$ cat src/design/obstacle_avoid_drive_controller_assert.svh
// Assertion macros for the drive controller.
// Each check is clocked on clk_i and disabled while rst_ni is low.
`ifndef OBSTACLE_AVOID_DRIVE_CONTROLLER_ASSERT_SVH
`define OBSTACLE_AVOID_DRIVE_CONTROLLER_ASSERT_SVH

`ifndef SYNTHESIS

`define OADC_ASSERT(lbl, prop) \
  lbl: assert property (@(posedge clk_i) disable iff (!rst_ni) (prop)) \
    else $error("oadc assertion failed");

`define OADC_ASSERT_NEXT(lbl, pre, post) \
  lbl: assert property (@(posedge clk_i) disable iff (!rst_ni) (pre) |=> (post)) \
    else $error("oadc assertion failed");

`else

`define OADC_ASSERT(lbl, prop)

`define OADC_ASSERT_NEXT(lbl, pre, post)

`endif

`endif

$ cat src/design/oadc_pkg.sv
package oadc_pkg;

  // divider geometry: dividend fits 19 bits, quotient always below 512
  localparam int unsigned DIVIDEND_W = 19;
  localparam int unsigned QUOT_W     = 9;
  localparam int unsigned RAW_W      = 10;

  localparam logic [1:0] CH_FRONT = 2'd0;
  localparam logic [1:0] CH_RIGHT = 2'd1;
  localparam logic [1:0] CH_LEFT  = 2'd2;

  localparam logic [2:0] REG_FRONT_GAP   = 3'd0;
  localparam logic [2:0] REG_SIDE_GAP    = 3'd1;
  localparam logic [2:0] REG_TURN_RESET  = 3'd2;
  localparam logic [2:0] REG_TURN_LIMIT  = 3'd3;
  localparam logic [2:0] REG_CRUISE_DUTY = 3'd4;
  localparam logic [2:0] REG_TURN_SPEED  = 3'd5;

  localparam logic [3:0] PINS_STOP  = 4'd0;
  localparam logic [3:0] PINS_FWD   = 4'd9;
  localparam logic [3:0] PINS_LEFT  = 4'd10;
  localparam logic [3:0] PINS_RIGHT = 4'd5;

  localparam logic [7:0] FRONT_DIST_RESET = 8'd70;
  localparam logic [6:0] SIDE_DIST_RESET  = 7'd35;

  typedef enum logic [1:0] {
    RUN_STOP = 2'd0,
    RUN_FWD  = 2'd1,
    RUN_TURN = 2'd2
  } run_mode_e;

  typedef enum logic [1:0] {
    DRV_STOP  = 2'd0,
    DRV_FWD   = 2'd1,
    DRV_LEFT  = 2'd2,
    DRV_RIGHT = 2'd3
  } drive_e;

  typedef enum logic [1:0] {
    SEQ_IDLE,
    SEQ_LOAD,
    SEQ_WAIT,
    SEQ_UPD
  } seq_e;

  typedef struct packed {
    logic [9:0] raw_front;
    logic [9:0] raw_right;
    logic [9:0] raw_left;
    logic       start_pressed;
    logic       stop_pressed;
  } in_word_t;

  typedef struct packed {
    logic [1:0] drive_mode;
    logic [3:0] pin_pattern;
    logic [7:0] pwm_duty;
    logic [1:0] run_mode;
    logic [7:0] dist_front;
    logic [6:0] dist_right;
    logic [6:0] dist_left;
    logic [2:0] right_turns;
    logic [2:0] left_turns;
  } out_word_t;

  typedef struct packed {
    logic [2:0]  index;
    logic [15:0] value;
  } cfg_word_t;

  typedef struct packed {
    logic [7:0]  front_gap;
    logic [7:0]  side_gap;
    logic [15:0] turn_reset_ticks;
    logic [2:0]  turn_limit;
    logic [7:0]  cruise_duty;
    logic [7:0]  turn_speed;
  } cfg_t;

  localparam cfg_t CFG_RESET = '{
    front_gap:        8'd50,
    side_gap:         8'd25,
    turn_reset_ticks: 16'd110,
    turn_limit:       3'd4,
    cruise_duty:      8'd200,
    turn_speed:       8'd120
  };

  typedef struct packed {
    logic [1:0] drive_mode;
    logic [3:0] pin_pattern;
    logic [7:0] pwm_duty;
    logic [1:0] run_mode;
    logic [2:0] right_turns;
    logic [2:0] left_turns;
  } drive_res_t;

  function automatic logic [DIVIDEND_W-1:0] lin_ms(input logic [1:0] ch);
    logic [DIVIDEND_W-1:0] ms;
    case (ch)
      CH_FRONT: ms = 19'd302077;
      CH_RIGHT: ms = 19'd362057;
      default:  ms = 19'd280009;
    endcase
    return ms;
  endfunction

  function automatic logic [9:0] lin_ds(input logic [1:0] ch);
    logic [9:0] ds;
    case (ch)
      CH_FRONT: ds = 10'd723;
      default:  ds = 10'd971;
    endcase
    return ds;
  endfunction

  // quotient minus offset, with both out-of-range codes; bounds are moved
  // onto the quotient so everything stays unsigned
  function automatic logic [7:0] lin_clamp(input logic [1:0] ch,
                                           input logic [QUOT_W-1:0] q);
    logic [QUOT_W-1:0] q_hi;
    logic [QUOT_W-1:0] q_lo;
    logic [QUOT_W-1:0] k;
    logic [7:0]        v_hi;
    logic [7:0]        v_lo;
    logic [7:0]        v;
    case (ch)
      CH_FRONT: begin
        q_hi = 9'd165; q_lo = 9'd35; k = 9'd15; v_hi = 8'd151; v_lo = 8'd19;
      end
      default: begin
        q_hi = 9'd110; q_lo = 9'd40; k = 9'd30; v_hi = 8'd81; v_lo = 8'd9;
      end
    endcase
    if (q > q_hi) begin
      v = v_hi;
    end else if (q < q_lo) begin
      v = v_lo;
    end else begin
      v = 8'(q - k);
    end
    return v;
  endfunction

endpackage

$ cat src/design/oadc_chan_if.sv
interface oadc_chan_if #(
  parameter type T = logic
);
  logic valid;
  logic ready;
  T     data;

  modport source (output valid, output data, input ready);
  modport sink (input valid, input data, output ready);
endinterface

$ cat src/design/oadc_div.sv
// Restoring divider, one quotient bit per cycle, MSB first.
module oadc_div #(
  parameter int unsigned DW = 15
) (
  input  logic                            clk_i,
  input  logic                            rst_ni,
  input  logic                            start_i,
  input  logic [oadc_pkg::DIVIDEND_W-1:0] dividend_i,
  input  logic [DW-1:0]                   divisor_i,
  output logic                            done_o,
  output logic [oadc_pkg::QUOT_W-1:0]     quot_o
);

  localparam int unsigned RW  = oadc_pkg::DIVIDEND_W;
  localparam int unsigned QW  = oadc_pkg::QUOT_W;
  localparam int unsigned CW  = DW + QW - 1;
  localparam int unsigned CNW = $clog2(QW);

  logic [RW-1:0]  rem_q, rem_d;
  logic [CW-1:0]  den_q;
  logic [QW-1:0]  quot_q;
  logic [CNW-1:0] cnt_q;
  logic           busy_q;
  logic           done_q;
  logic [CW-1:0]  rem_ext;
  logic           ge;

  assign rem_ext = CW'(rem_q);
  assign ge      = rem_ext >= den_q;
  assign rem_d   = ge ? RW'(rem_ext - den_q) : rem_q;

  always_ff @(posedge clk_i or negedge rst_ni) begin
    if (!rst_ni) begin
      busy_q <= 1'b0;
      done_q <= 1'b0;
      cnt_q  <= '0;
    end else if (start_i) begin
      busy_q <= 1'b1;
      done_q <= 1'b0;
      cnt_q  <= CNW'(QW - 1);
    end else if (busy_q) begin
      if (cnt_q == '0) begin
        busy_q <= 1'b0;
        done_q <= 1'b1;
      end else begin
        cnt_q <= cnt_q - 1'b1;
      end
    end else begin
      done_q <= 1'b0;
    end
  end

  always_ff @(posedge clk_i) begin
    if (start_i) begin
      rem_q <= dividend_i;
      den_q <= CW'(divisor_i) << (QW - 1);
    end else if (busy_q) begin
      rem_q  <= rem_d;
      den_q  <= den_q >> 1;
      quot_q <= {quot_q[QW-2:0], ge};
    end
  end

  assign done_o = done_q;
  assign quot_o = quot_q;

endmodule

$ cat src/design/oadc_drive.sv
// Drive state machine with anti-loop turn counters, updated once per tick.
module oadc_drive (
  input  logic               clk_i,
  input  logic               rst_ni,
  input  logic               step_i,
  input  logic               start_i,
  input  logic               stop_i,
  input  logic [7:0]         dist_front_i,
  input  logic [6:0]         dist_right_i,
  input  logic [6:0]         dist_left_i,
  input  oadc_pkg::cfg_t     cfg_i,
  output oadc_pkg::drive_res_t res_o
);

  oadc_pkg::run_mode_e mode_q, mode_d, mode_btn;
  logic        left_q, left_d;
  logic [2:0]  rcnt_q, rcnt_d;
  logic [2:0]  lcnt_q, lcnt_d;
  logic [15:0] ticks_q, ticks_d, ticks_inc;
  logic        obstacle;
  logic        pick_left;

  assign ticks_inc = (ticks_q == 16'hFFFF) ? ticks_q : ticks_q + 16'd1;

  // stop wins over start
  always_comb begin
    mode_btn = mode_q;
    if (start_i && mode_q == oadc_pkg::RUN_STOP) begin
      mode_btn = oadc_pkg::RUN_FWD;
    end
    if (stop_i) begin
      mode_btn = oadc_pkg::RUN_STOP;
    end
  end

  assign obstacle = (dist_front_i < cfg_i.front_gap) ||
                    ({1'b0, dist_right_i} < cfg_i.side_gap) ||
                    ({1'b0, dist_left_i} < cfg_i.side_gap);

  // next state
  always_comb begin
    mode_d    = mode_btn;
    left_d    = left_q;
    rcnt_d    = rcnt_q;
    lcnt_d    = lcnt_q;
    ticks_d   = ticks_inc;
    pick_left = dist_right_i > dist_left_i;
    case (mode_btn)
      oadc_pkg::RUN_FWD: begin
        if (ticks_inc >= cfg_i.turn_reset_ticks) begin
          rcnt_d = 3'd0;
          lcnt_d = 3'd0;
        end
        if (obstacle) begin
          if (rcnt_d >= cfg_i.turn_limit) begin
            pick_left = 1'b1;
            rcnt_d    = 3'd0;
          end else if (lcnt_d >= cfg_i.turn_limit) begin
            pick_left = 1'b0;
            lcnt_d    = 3'd0;
          end
          if (pick_left) begin
            lcnt_d = (lcnt_d == 3'd7) ? lcnt_d : lcnt_d + 3'd1;
          end else begin
            rcnt_d = (rcnt_d == 3'd7) ? rcnt_d : rcnt_d + 3'd1;
          end
          left_d  = pick_left;
          ticks_d = 16'd0;
          mode_d  = oadc_pkg::RUN_TURN;
        end
      end
      oadc_pkg::RUN_TURN: begin
        if (!obstacle) begin
          mode_d = oadc_pkg::RUN_FWD;
        end
      end
      default: begin
        mode_d = oadc_pkg::RUN_STOP;
      end
    endcase
  end

  // motor outputs for this tick
  always_comb begin
    case (mode_btn)
      oadc_pkg::RUN_FWD: begin
        res_o.drive_mode  = oadc_pkg::DRV_FWD;
        res_o.pin_pattern = oadc_pkg::PINS_FWD;
        res_o.pwm_duty    = cfg_i.cruise_duty;
      end
      oadc_pkg::RUN_TURN: begin
        res_o.pwm_duty = cfg_i.turn_speed;
        if (left_q) begin
          res_o.drive_mode  = oadc_pkg::DRV_LEFT;
          res_o.pin_pattern = oadc_pkg::PINS_LEFT;
        end else begin
          res_o.drive_mode  = oadc_pkg::DRV_RIGHT;
          res_o.pin_pattern = oadc_pkg::PINS_RIGHT;
        end
      end
      default: begin
        res_o.drive_mode  = oadc_pkg::DRV_STOP;
        res_o.pin_pattern = oadc_pkg::PINS_STOP;
        res_o.pwm_duty    = cfg_i.cruise_duty;
      end
    endcase
    res_o.run_mode    = mode_d;
    res_o.right_turns = rcnt_d;
    res_o.left_turns  = lcnt_d;
  end

  always_ff @(posedge clk_i or negedge rst_ni) begin
    if (!rst_ni) begin
      mode_q  <= oadc_pkg::RUN_STOP;
      left_q  <= 1'b0;
      rcnt_q  <= 3'd0;
      lcnt_q  <= 3'd0;
      ticks_q <= 16'd0;
    end else if (step_i) begin
      mode_q  <= mode_d;
      left_q  <= left_d;
      rcnt_q  <= rcnt_d;
      lcnt_q  <= lcnt_d;
      ticks_q <= ticks_d;
    end
  end

endmodule

$ cat src/design/obstacle_avoid_drive_controller.sv
// Obstacle avoiding drive controller, one word in and one word out per tick.
// in_i carries three IR samples and the two buttons; out_o carries motor
// pins, PWM duty, run mode, filtered distances and turn counters; cfg_i
// writes the six thresholds and speeds (index, value), always ready.
// An input word is taken only while no tick is in progress. The three IR
// channels share one restoring divider that yields one quotient bit per
// cycle; each channel is loaded, divided and written back in turn, front,
// right, then left.
// The result sits in an output register: a new input is taken while it
// waits. If the receiver is still stalling when the next tick finishes,
// that tick holds in its last step until the register frees, and in_i
// stays not ready meanwhile.
// Reset puts the vehicle in stop, distances at 70/35/35 cm, counters at
// zero and the registers at their defaults; there is no clearing pass.
module obstacle_avoid_drive_controller #(
  parameter int unsigned ADC_BITS = 10
) (
  input  logic             clk_i,
  input  logic             rst_ni,
  oadc_chan_if.sink        in_i,
  oadc_chan_if.source      out_o,
  oadc_chan_if.sink        cfg_i
);

  `include "obstacle_avoid_drive_controller_assert.svh"

  localparam int unsigned EFF = (ADC_BITS < oadc_pkg::RAW_W) ? ADC_BITS : oadc_pkg::RAW_W;
  localparam int unsigned DW  = EFF + 5;

  oadc_pkg::seq_e state_q, state_d;
  logic [1:0]     ch_q;
  logic [EFF-1:0] raw_f_q, raw_r_q, raw_l_q, raw_sel;
  logic           start_q, stop_q;
  logic [7:0]     dist_f_q;
  logic [6:0]     dist_r_q, dist_l_q;
  oadc_pkg::cfg_t cfg_q;

  logic           in_ready, div_start, res_load;
  logic           div_done;
  logic [oadc_pkg::QUOT_W-1:0] div_quot;
  logic [DW-1:0]  divisor;
  logic [7:0]     lin_val, prev_dist, avg;

  logic                  out_valid_q;
  oadc_pkg::out_word_t   out_data_q;
  oadc_pkg::drive_res_t  drv_res;

  always_comb begin
    case (ch_q)
      oadc_pkg::CH_FRONT: begin
        raw_sel   = raw_f_q;
        prev_dist = dist_f_q;
      end
      oadc_pkg::CH_RIGHT: begin
        raw_sel   = raw_r_q;
        prev_dist = {1'b0, dist_r_q};
      end
      default: begin
        raw_sel   = raw_l_q;
        prev_dist = {1'b0, dist_l_q};
      end
    endcase
  end

  assign divisor = DW'({raw_sel, 4'b0000}) + DW'(oadc_pkg::lin_ds(ch_q));

  oadc_div #(
    .DW (DW)
  ) u_div (
    .clk_i      (clk_i),
    .rst_ni     (rst_ni),
    .start_i    (div_start),
    .dividend_i (oadc_pkg::lin_ms(ch_q)),
    .divisor_i  (divisor),
    .done_o     (div_done),
    .quot_o     (div_quot)
  );

  assign lin_val = oadc_pkg::lin_clamp(ch_q, div_quot);
  assign avg     = 8'((9'(lin_val) + 9'(prev_dist)) >> 1);

  // sequencer next state
  always_comb begin
    state_d = state_q;
    case (state_q)
      oadc_pkg::SEQ_IDLE: begin
        if (in_i.valid) begin
          state_d = oadc_pkg::SEQ_LOAD;
        end
      end
      oadc_pkg::SEQ_LOAD: begin
        state_d = oadc_pkg::SEQ_WAIT;
      end
      oadc_pkg::SEQ_WAIT: begin
        if (div_done) begin
          state_d = (ch_q == oadc_pkg::CH_LEFT) ? oadc_pkg::SEQ_UPD : oadc_pkg::SEQ_LOAD;
        end
      end
      oadc_pkg::SEQ_UPD: begin
        if (!out_valid_q || out_o.ready) begin
          state_d = oadc_pkg::SEQ_IDLE;
        end
      end
      default: begin
        state_d = oadc_pkg::SEQ_IDLE;
      end
    endcase
  end

  // sequencer outputs
  always_comb begin
    in_ready  = 1'b0;
    div_start = 1'b0;
    res_load  = 1'b0;
    case (state_q)
      oadc_pkg::SEQ_IDLE: in_ready  = 1'b1;
      oadc_pkg::SEQ_LOAD: div_start = 1'b1;
      oadc_pkg::SEQ_UPD:  res_load  = !out_valid_q || out_o.ready;
      default: ;
    endcase
  end

  assign in_i.ready  = in_ready;
  assign cfg_i.ready = 1'b1;

  always_ff @(posedge clk_i or negedge rst_ni) begin
    if (!rst_ni) begin
      state_q <= oadc_pkg::SEQ_IDLE;
      ch_q    <= oadc_pkg::CH_FRONT;
    end else begin
      state_q <= state_d;
      if (in_ready && in_i.valid) begin
        ch_q <= oadc_pkg::CH_FRONT;
      end else if (state_q == oadc_pkg::SEQ_WAIT && div_done) begin
        ch_q <= ch_q + 2'd1;
      end
    end
  end

  always_ff @(posedge clk_i) begin
    if (in_ready && in_i.valid) begin
      raw_f_q <= in_i.data.raw_front[EFF-1:0];
      raw_r_q <= in_i.data.raw_right[EFF-1:0];
      raw_l_q <= in_i.data.raw_left[EFF-1:0];
      start_q <= in_i.data.start_pressed;
      stop_q  <= in_i.data.stop_pressed;
    end
  end

  // filtered distances
  always_ff @(posedge clk_i or negedge rst_ni) begin
    if (!rst_ni) begin
      dist_f_q <= oadc_pkg::FRONT_DIST_RESET;
      dist_r_q <= oadc_pkg::SIDE_DIST_RESET;
      dist_l_q <= oadc_pkg::SIDE_DIST_RESET;
    end else if (state_q == oadc_pkg::SEQ_WAIT && div_done) begin
      case (ch_q)
        oadc_pkg::CH_FRONT: dist_f_q <= avg;
        oadc_pkg::CH_RIGHT: dist_r_q <= avg[6:0];
        default:            dist_l_q <= avg[6:0];
      endcase
    end
  end

  always_ff @(posedge clk_i or negedge rst_ni) begin
    if (!rst_ni) begin
      cfg_q <= oadc_pkg::CFG_RESET;
    end else if (cfg_i.valid) begin
      case (cfg_i.data.index)
        oadc_pkg::REG_FRONT_GAP:   cfg_q.front_gap        <= cfg_i.data.value[7:0];
        oadc_pkg::REG_SIDE_GAP:    cfg_q.side_gap         <= cfg_i.data.value[7:0];
        oadc_pkg::REG_TURN_RESET:  cfg_q.turn_reset_ticks <= cfg_i.data.value;
        oadc_pkg::REG_TURN_LIMIT:  cfg_q.turn_limit       <= cfg_i.data.value[2:0];
        oadc_pkg::REG_CRUISE_DUTY: cfg_q.cruise_duty      <= cfg_i.data.value[7:0];
        oadc_pkg::REG_TURN_SPEED:  cfg_q.turn_speed       <= cfg_i.data.value[7:0];
        default: ;
      endcase
    end
  end

  oadc_drive u_drive (
    .clk_i        (clk_i),
    .rst_ni       (rst_ni),
    .step_i       (res_load),
    .start_i      (start_q),
    .stop_i       (stop_q),
    .dist_front_i (dist_f_q),
    .dist_right_i (dist_r_q),
    .dist_left_i  (dist_l_q),
    .cfg_i        (cfg_q),
    .res_o        (drv_res)
  );

  // output word register
  always_ff @(posedge clk_i or negedge rst_ni) begin
    if (!rst_ni) begin
      out_valid_q <= 1'b0;
    end else if (res_load) begin
      out_valid_q <= 1'b1;
    end else if (out_o.ready) begin
      out_valid_q <= 1'b0;
    end
  end

  always_ff @(posedge clk_i) begin
    if (res_load) begin
      out_data_q.drive_mode  <= drv_res.drive_mode;
      out_data_q.pin_pattern <= drv_res.pin_pattern;
      out_data_q.pwm_duty    <= drv_res.pwm_duty;
      out_data_q.run_mode    <= drv_res.run_mode;
      out_data_q.dist_front  <= dist_f_q;
      out_data_q.dist_right  <= dist_r_q;
      out_data_q.dist_left   <= dist_l_q;
      out_data_q.right_turns <= drv_res.right_turns;
      out_data_q.left_turns  <= drv_res.left_turns;
    end
  end

  assign out_o.valid = out_valid_q;
  assign out_o.data  = out_data_q;

  `OADC_ASSERT_NEXT(a_accept_busy, in_i.valid && in_i.ready, !in_i.ready)
  `OADC_ASSERT(a_done_in_wait, div_done |-> (state_q == oadc_pkg::SEQ_WAIT))
  `OADC_ASSERT(a_load_slot_free, res_load |-> (!out_valid_q || out_o.ready))
  `OADC_ASSERT(a_start_idle_div, div_start |-> !div_done)

endmodule

$ cat src/flat_wrapper.sv
// flat-port wrapper written by rule: the top's interface ports become plain ports
module obstacle_avoid_drive_controller_flat 
#(
  parameter int unsigned ADC_BITS = 10
)
  (clk_i, rst_ni, in_i_valid, in_i_data, in_i_ready, out_o_valid, out_o_data, out_o_ready, cfg_i_valid, cfg_i_data, cfg_i_ready);
  oadc_chan_if #(.T(oadc_pkg::in_word_t)) in_i_i ();
  oadc_chan_if #(.T(oadc_pkg::out_word_t)) out_o_i ();
  oadc_chan_if #(.T(oadc_pkg::cfg_word_t)) cfg_i_i ();
  input  logic clk_i;
  input  logic rst_ni;
  input wire logic [$bits(in_i_i.valid)-1:0] in_i_valid;
  input wire logic [$bits(in_i_i.data)-1:0] in_i_data;
  output wire logic [$bits(in_i_i.ready)-1:0] in_i_ready;
  output wire logic [$bits(out_o_i.valid)-1:0] out_o_valid;
  output wire logic [$bits(out_o_i.data)-1:0] out_o_data;
  input wire logic [$bits(out_o_i.ready)-1:0] out_o_ready;
  input wire logic [$bits(cfg_i_i.valid)-1:0] cfg_i_valid;
  input wire logic [$bits(cfg_i_i.data)-1:0] cfg_i_data;
  output wire logic [$bits(cfg_i_i.ready)-1:0] cfg_i_ready;
  assign in_i_i.valid = in_i_valid;
  assign in_i_i.data = in_i_data;
  assign in_i_ready = in_i_i.ready;
  assign out_o_valid = out_o_i.valid;
  assign out_o_data = out_o_i.data;
  assign out_o_i.ready = out_o_ready;
  assign cfg_i_i.valid = cfg_i_valid;
  assign cfg_i_i.data = cfg_i_data;
  assign cfg_i_ready = cfg_i_i.ready;
  obstacle_avoid_drive_controller #(.ADC_BITS(ADC_BITS)) u_core (.clk_i(clk_i), .rst_ni(rst_ni), .in_i(in_i_i), .out_o(out_o_i), .cfg_i(cfg_i_i));
endmodule
$ cat config.mk
export PLATFORM = sky130hd
export DESIGN_NAME = obstacle_avoid_drive_controller_flat
export DESIGN_NICKNAME = d
export VERILOG_FILES = /design/src/design/oadc_pkg.sv /design/src/design/oadc_chan_if.sv /design/src/design/oadc_div.sv /design/src/design/oadc_drive.sv /design/src/design/obstacle_avoid_drive_controller.sv /design/src/flat_wrapper.sv
export VERILOG_INCLUDE_DIRS = /design/src /design/src/design
export SDC_FILE = /design/constraint.sdc
export NUM_CORES = 1
export LEC_CHECK = 0
export ABC_AREA = 1
export BUFFER_PORTS_ARGS = -buffer_cell sky130_fd_sc_hd__buf_4
export CAP_MARGIN = 25
export CORE_ASPECT_RATIO = 1.4
export CORE_UTILIZATION = 25
export DETAILED_ROUTE_END_ITERATION = 7
export HOLD_SLACK_MARGIN = 0.15
export SYNTH_ARGS = -nofsm -noshare
export SYNTH_HDL_FRONTEND = slang
export SYNTH_SLANG_ARGS = --single-unit
$ cat constraint.sdc
create_clock -name clk_i -period 6.2 [get_ports clk_i]
set_input_delay 0.93 -clock clk_i [delete_from_list [all_inputs] [get_ports clk_i]]
set_output_delay 0.93 -clock clk_i [all_outputs]
set_load 0.005 [all_outputs]
==> key figures <==
Clock tree
  – Clock buffer count from CTS: 27
  – CTS resizes: 0
  – Clock buffer depth: 3
  – Hold-fix buffers, CTS: 0
  – H-tree levels: 1
  – Latest clock arrival within the worst-skew pair: 0.56 ns
  – CTS root buffer: clkbuf_16
  – TritonCTS Sinks: 235
  – CTS clk-pin slew, worst paths: 0.06 ns
  – CTS tree: built
  – Post-CTS setup buffers: 0

Layout
  – Sequential Area: 6470 sq um
  – Nets: 1,680
  – Layout cells sized above 1: 13.9%
  – Most frequent cells in the layout: 340 x nand2_1, 208 x inv_1, 121 x o21ai_0, 118 x edfxtp_1, 107 x buf_4
  – Area growth syn-to-layout: 18.8%
  – Layout Cells excl Fill: 2,187
  – Area occupied by multi-input gates: 5310 sq um
  – Diodes inserted: 0
  – Fill count: 5,206
  – Most common cell after layout, fill and taps aside: nand2_1

Global routing
  – Grt total ovfl: 0
  – Initial antenna violation count: 0
  – Number of global-route vias before repair: 9,785
  – Largest net degree at the start of global routing: 80
  – First-pass GRT wire length: 48,800 um
  – Global Route Usage Sum: 11.9%

Synth
  – Synth top area share: 27.9%
  – Area contributors post-synth: edfxtp_1 28%, dfrtp_1 16%, nand2_1 10%, ha_1 9.7%, inv_1 6.1%
  – Distinct cells, synth: 55
  – Syn avg cell area: 8.99 sq um
  – Syn nets: 1,569
  – Register area share after synthesis: 50.9%
  – Synth warn: 0
  – Synth Flop Type: edfxtp_1
  – #FFs+latches synth: 235
  – Number of synthesized flops with an enable pin: 118
  – Synth Instances: 1,413
  – Cell taking the most area after synthesis: edfxtp_1
  – Post-Syn Area: 12,700 sq um
  – Async set-reset flop share out of synthesis: 46.4%

STA
  – Final hold slack: 0.318 ns
  – Crit path time final: 4.73 ns
  – Final Hold Fails: 0
  – Setup Viol. Count Final: 0
  – Slew headroom: 36.1%
  – Fmax: 211 MHz
  – Final clock skew: 0.0218 ns
  – Final period util: 76.3%
  – Setup TNS: 0 ns
  – PnR worst setup slack: 1.47 ns
  – Slew Viols, Final: 0
  – Least-Margin Pin Slew: 0.956 ns
  – RSZ-0062 raised after global routing: false

Power and ir drop
  – Maximum VDD drop: 285 uV
  – Combinational share of power: 46.6%
  – Switching Share: 42.0%
  – P_sw: 3.29 mW
  – Leak: 6.90 nW
  – Int Power: 4.54 mW
  – PwrDens: 519 nW/um^2
  – Total power: 7.83 mW
  – Reg power frac: 33.7%
  – Clk pwr share: 19.7%

Floorplanning
  – # rows: 97
  – Core area: 50,100 sq um
  – I/O pin count: 103
  – Area of the die: 51,700 sq um
  – Starting Density: 25.3%
  – Die width: 192 um
  – Die Y: 269 um

Detailed routing
  – Wire length per cell: 14.0 um
  – Drt pass-1 iters: 7
  – Final wirelength: 30,600 um
  – Via count: 9,758
  – Post-DRT Antenna Nets: 0
  – Drt first-iter violations: 416
  – Drc violations: 24
  – Vias/cell: 4.46

Setup path
  – CP bufs+invs: 6
  – FF-to-FF path depth: 32
  – Most used cell, CP: nand2_1
  – Top delay family on crit path: simple AND/OR/NAND/NOR gates
  – Crit path max fanout: 7
  – CP Launch Type: flip-flop
  – CP endpoint kind: flip-flop
  – Slowest cell on crit path: dfrtp_1
  – WP data arrival: 5.04 ns
  – CP Depth: 32
  – Setup Crit Path Kind: flip-flop to flip-flop
  – Crit-path max cell delay: 0.38 ns
  – Critical Path RT: 6.51 ns

Placed design
  – PortBufs: 101
  – Inst Count DP: 2,135
  – Detailed Place HPWL: 22,700 um
  – Gp weighted congestion: 0.848
  – Post-Place Worst Slack: 1.55 ns

Run status
  – Violated checks: DRC
  – Status: finished with violations

Job
  – Max Cap Viol: 0

Min path
  – Tightest Hold Check Type: input port to asynchronous set/reset pin
power groups by stage:
| stage | Combinational [mW] | Clock (mW) | Sequential (mW) |
|---|---|---|---|
| 2_1_floorplan | 2.73 | 0 | 2.56 |
| 6_report | 3.65 | 1.54 | 2.63 |
| 5_1_grt | 4.19 | 1.65 | 2.69 |
| 3_5_place_dp | 3.65 | 0 | 2.67 |
| 4_1_cts | 3.67 | 1.60 | 2.64 |
| 3_3_place_gp | 3.56 | 0 | 2.66 |
cell families (layout without fill, tap and decap cells):
| group | Yosys count | count (layout) | share of synthesized area, % |
|---|---|---|---|
| AO/OA/AOI/OAI | 269 | 269 | 11.8 |
| XOR/XNOR | 28 | 28 | 1.99 |
| adder cells (fa/ha/maj) | 100 | 100 | 9.97 |
| buffers and inverters | 241 | 372 | 7.30 |
| flip-flops | 235 | 235 | 50.9 |
| other | 1 | 1 | 0.0295 |
| AND/OR/NAND/NOR | 539 | 539 | 18.0 |
through the flow:
| stage | instance area (sq um) | utilization (%) |
|---|---|---|
| floorplan | 12700 | - |
| global placement | 14200 | 28.3 |
| detailed placement | 14200 | 28.3 |
| CTS | 15000 | 30.0 |
| global route | 15100 | 30.1 |
| finish | 15100 | 30.1 |
final cells by class:
type / instances / share of cell area (%)
repair buffers: 109 / 5.61
clock inverters: 20 / 0.987
inverters: 214 / 5.34
clock buffers: 29 / 4.67
well taps: 643 / 5.33
multi-input cells: 937 / 35.2
flip-flops and latches: 235 / 42.9
worst paths after layout:
check,end,slack [ns],from
max,u_core.out_o.data[0],1.47,u_core.u_drive.ticks_q[0]
min,u_core.cfg_q[41],0.32,rst_ni
max reg2reg,u_core.out_o.data[0],1.47,u_core.u_drive.ticks_q[0]
min reg2reg,u_core.u_div.quot_o[1],0.45,u_core.u_div.quot_o[0]
max in group asynchronous,u_core.dist_r_q[1],4.87,rst_ni
min in group clk_i,u_core.u_div.quot_o[1],0.45,u_core.u_div.quot_o[0]
layer usage:
| metal | GRT usage (%) | wire length, um |
|---|---|---|
| met1 | 13.3 | 12600 |
| met2 | 22.1 | 15600 |
| met3 | 1.71 | 1380 |
| met4 | 4.70 | 1010 |
| met5 | 0 | 0 |
synthesized netlist by cell type, types with 3 or more instances:
master,number
inv_2,3
buf_4,4
o21bai_1,4
nor3_2,3
nand2_1,340
edfxtp_1,118
nand4_1,8
xor2_1,18
dfstp_2,28
nor3_1,15
nor4_1,4
dfrtp_1,81
or2_2,4
ha_1,98
o21ai_0,121
o22ai_1,19
nor2_4,4
buf_2,4
a21oi_2,3
o211ai_1,5
xnor2_1,9
a22o_1,7
a21o_1,4
clkbuf_1,19
nand3_1,75
dfxtp_1,8
inv_1,208
a31oi_1,3
nand2_2,4
o21ai_1,9
o21a_1,3
nor2_1,72
a21oi_1,77
worst reg2reg max path: cells and delay by family, from the launching register on:
kind | cells | cell delay [ns]
simple gates | 19 | 2.17
fa+ha+maj | 4 | 0.96
buf+inv | 6 | 0.46
flops | 1 | 0.38
compound gates | 2 | 0.29
xor+xnor | 1 | 0.23
state kept, by name, indices dropped and copies added, names as in the netlist, 4 cells and up:
name	flops
u_core.dist_r_q	7
u_core.cfg_q	51
u_core.u_div.cnt_q	4
u_core.u_div.den_q	23
u_core.dist_l_q	7
u_core.raw_f_q	10
u_core.out_o.data	43
u_core.raw_l_q	10
u_core.u_div.rem_q	19
u_core.dist_f_q	8
u_core.u_div.quot_o	9
u_core.u_drive.ticks_q	16
u_core.raw_r_q	10
No activity file was read; power rests on OpenSTA's default activity.
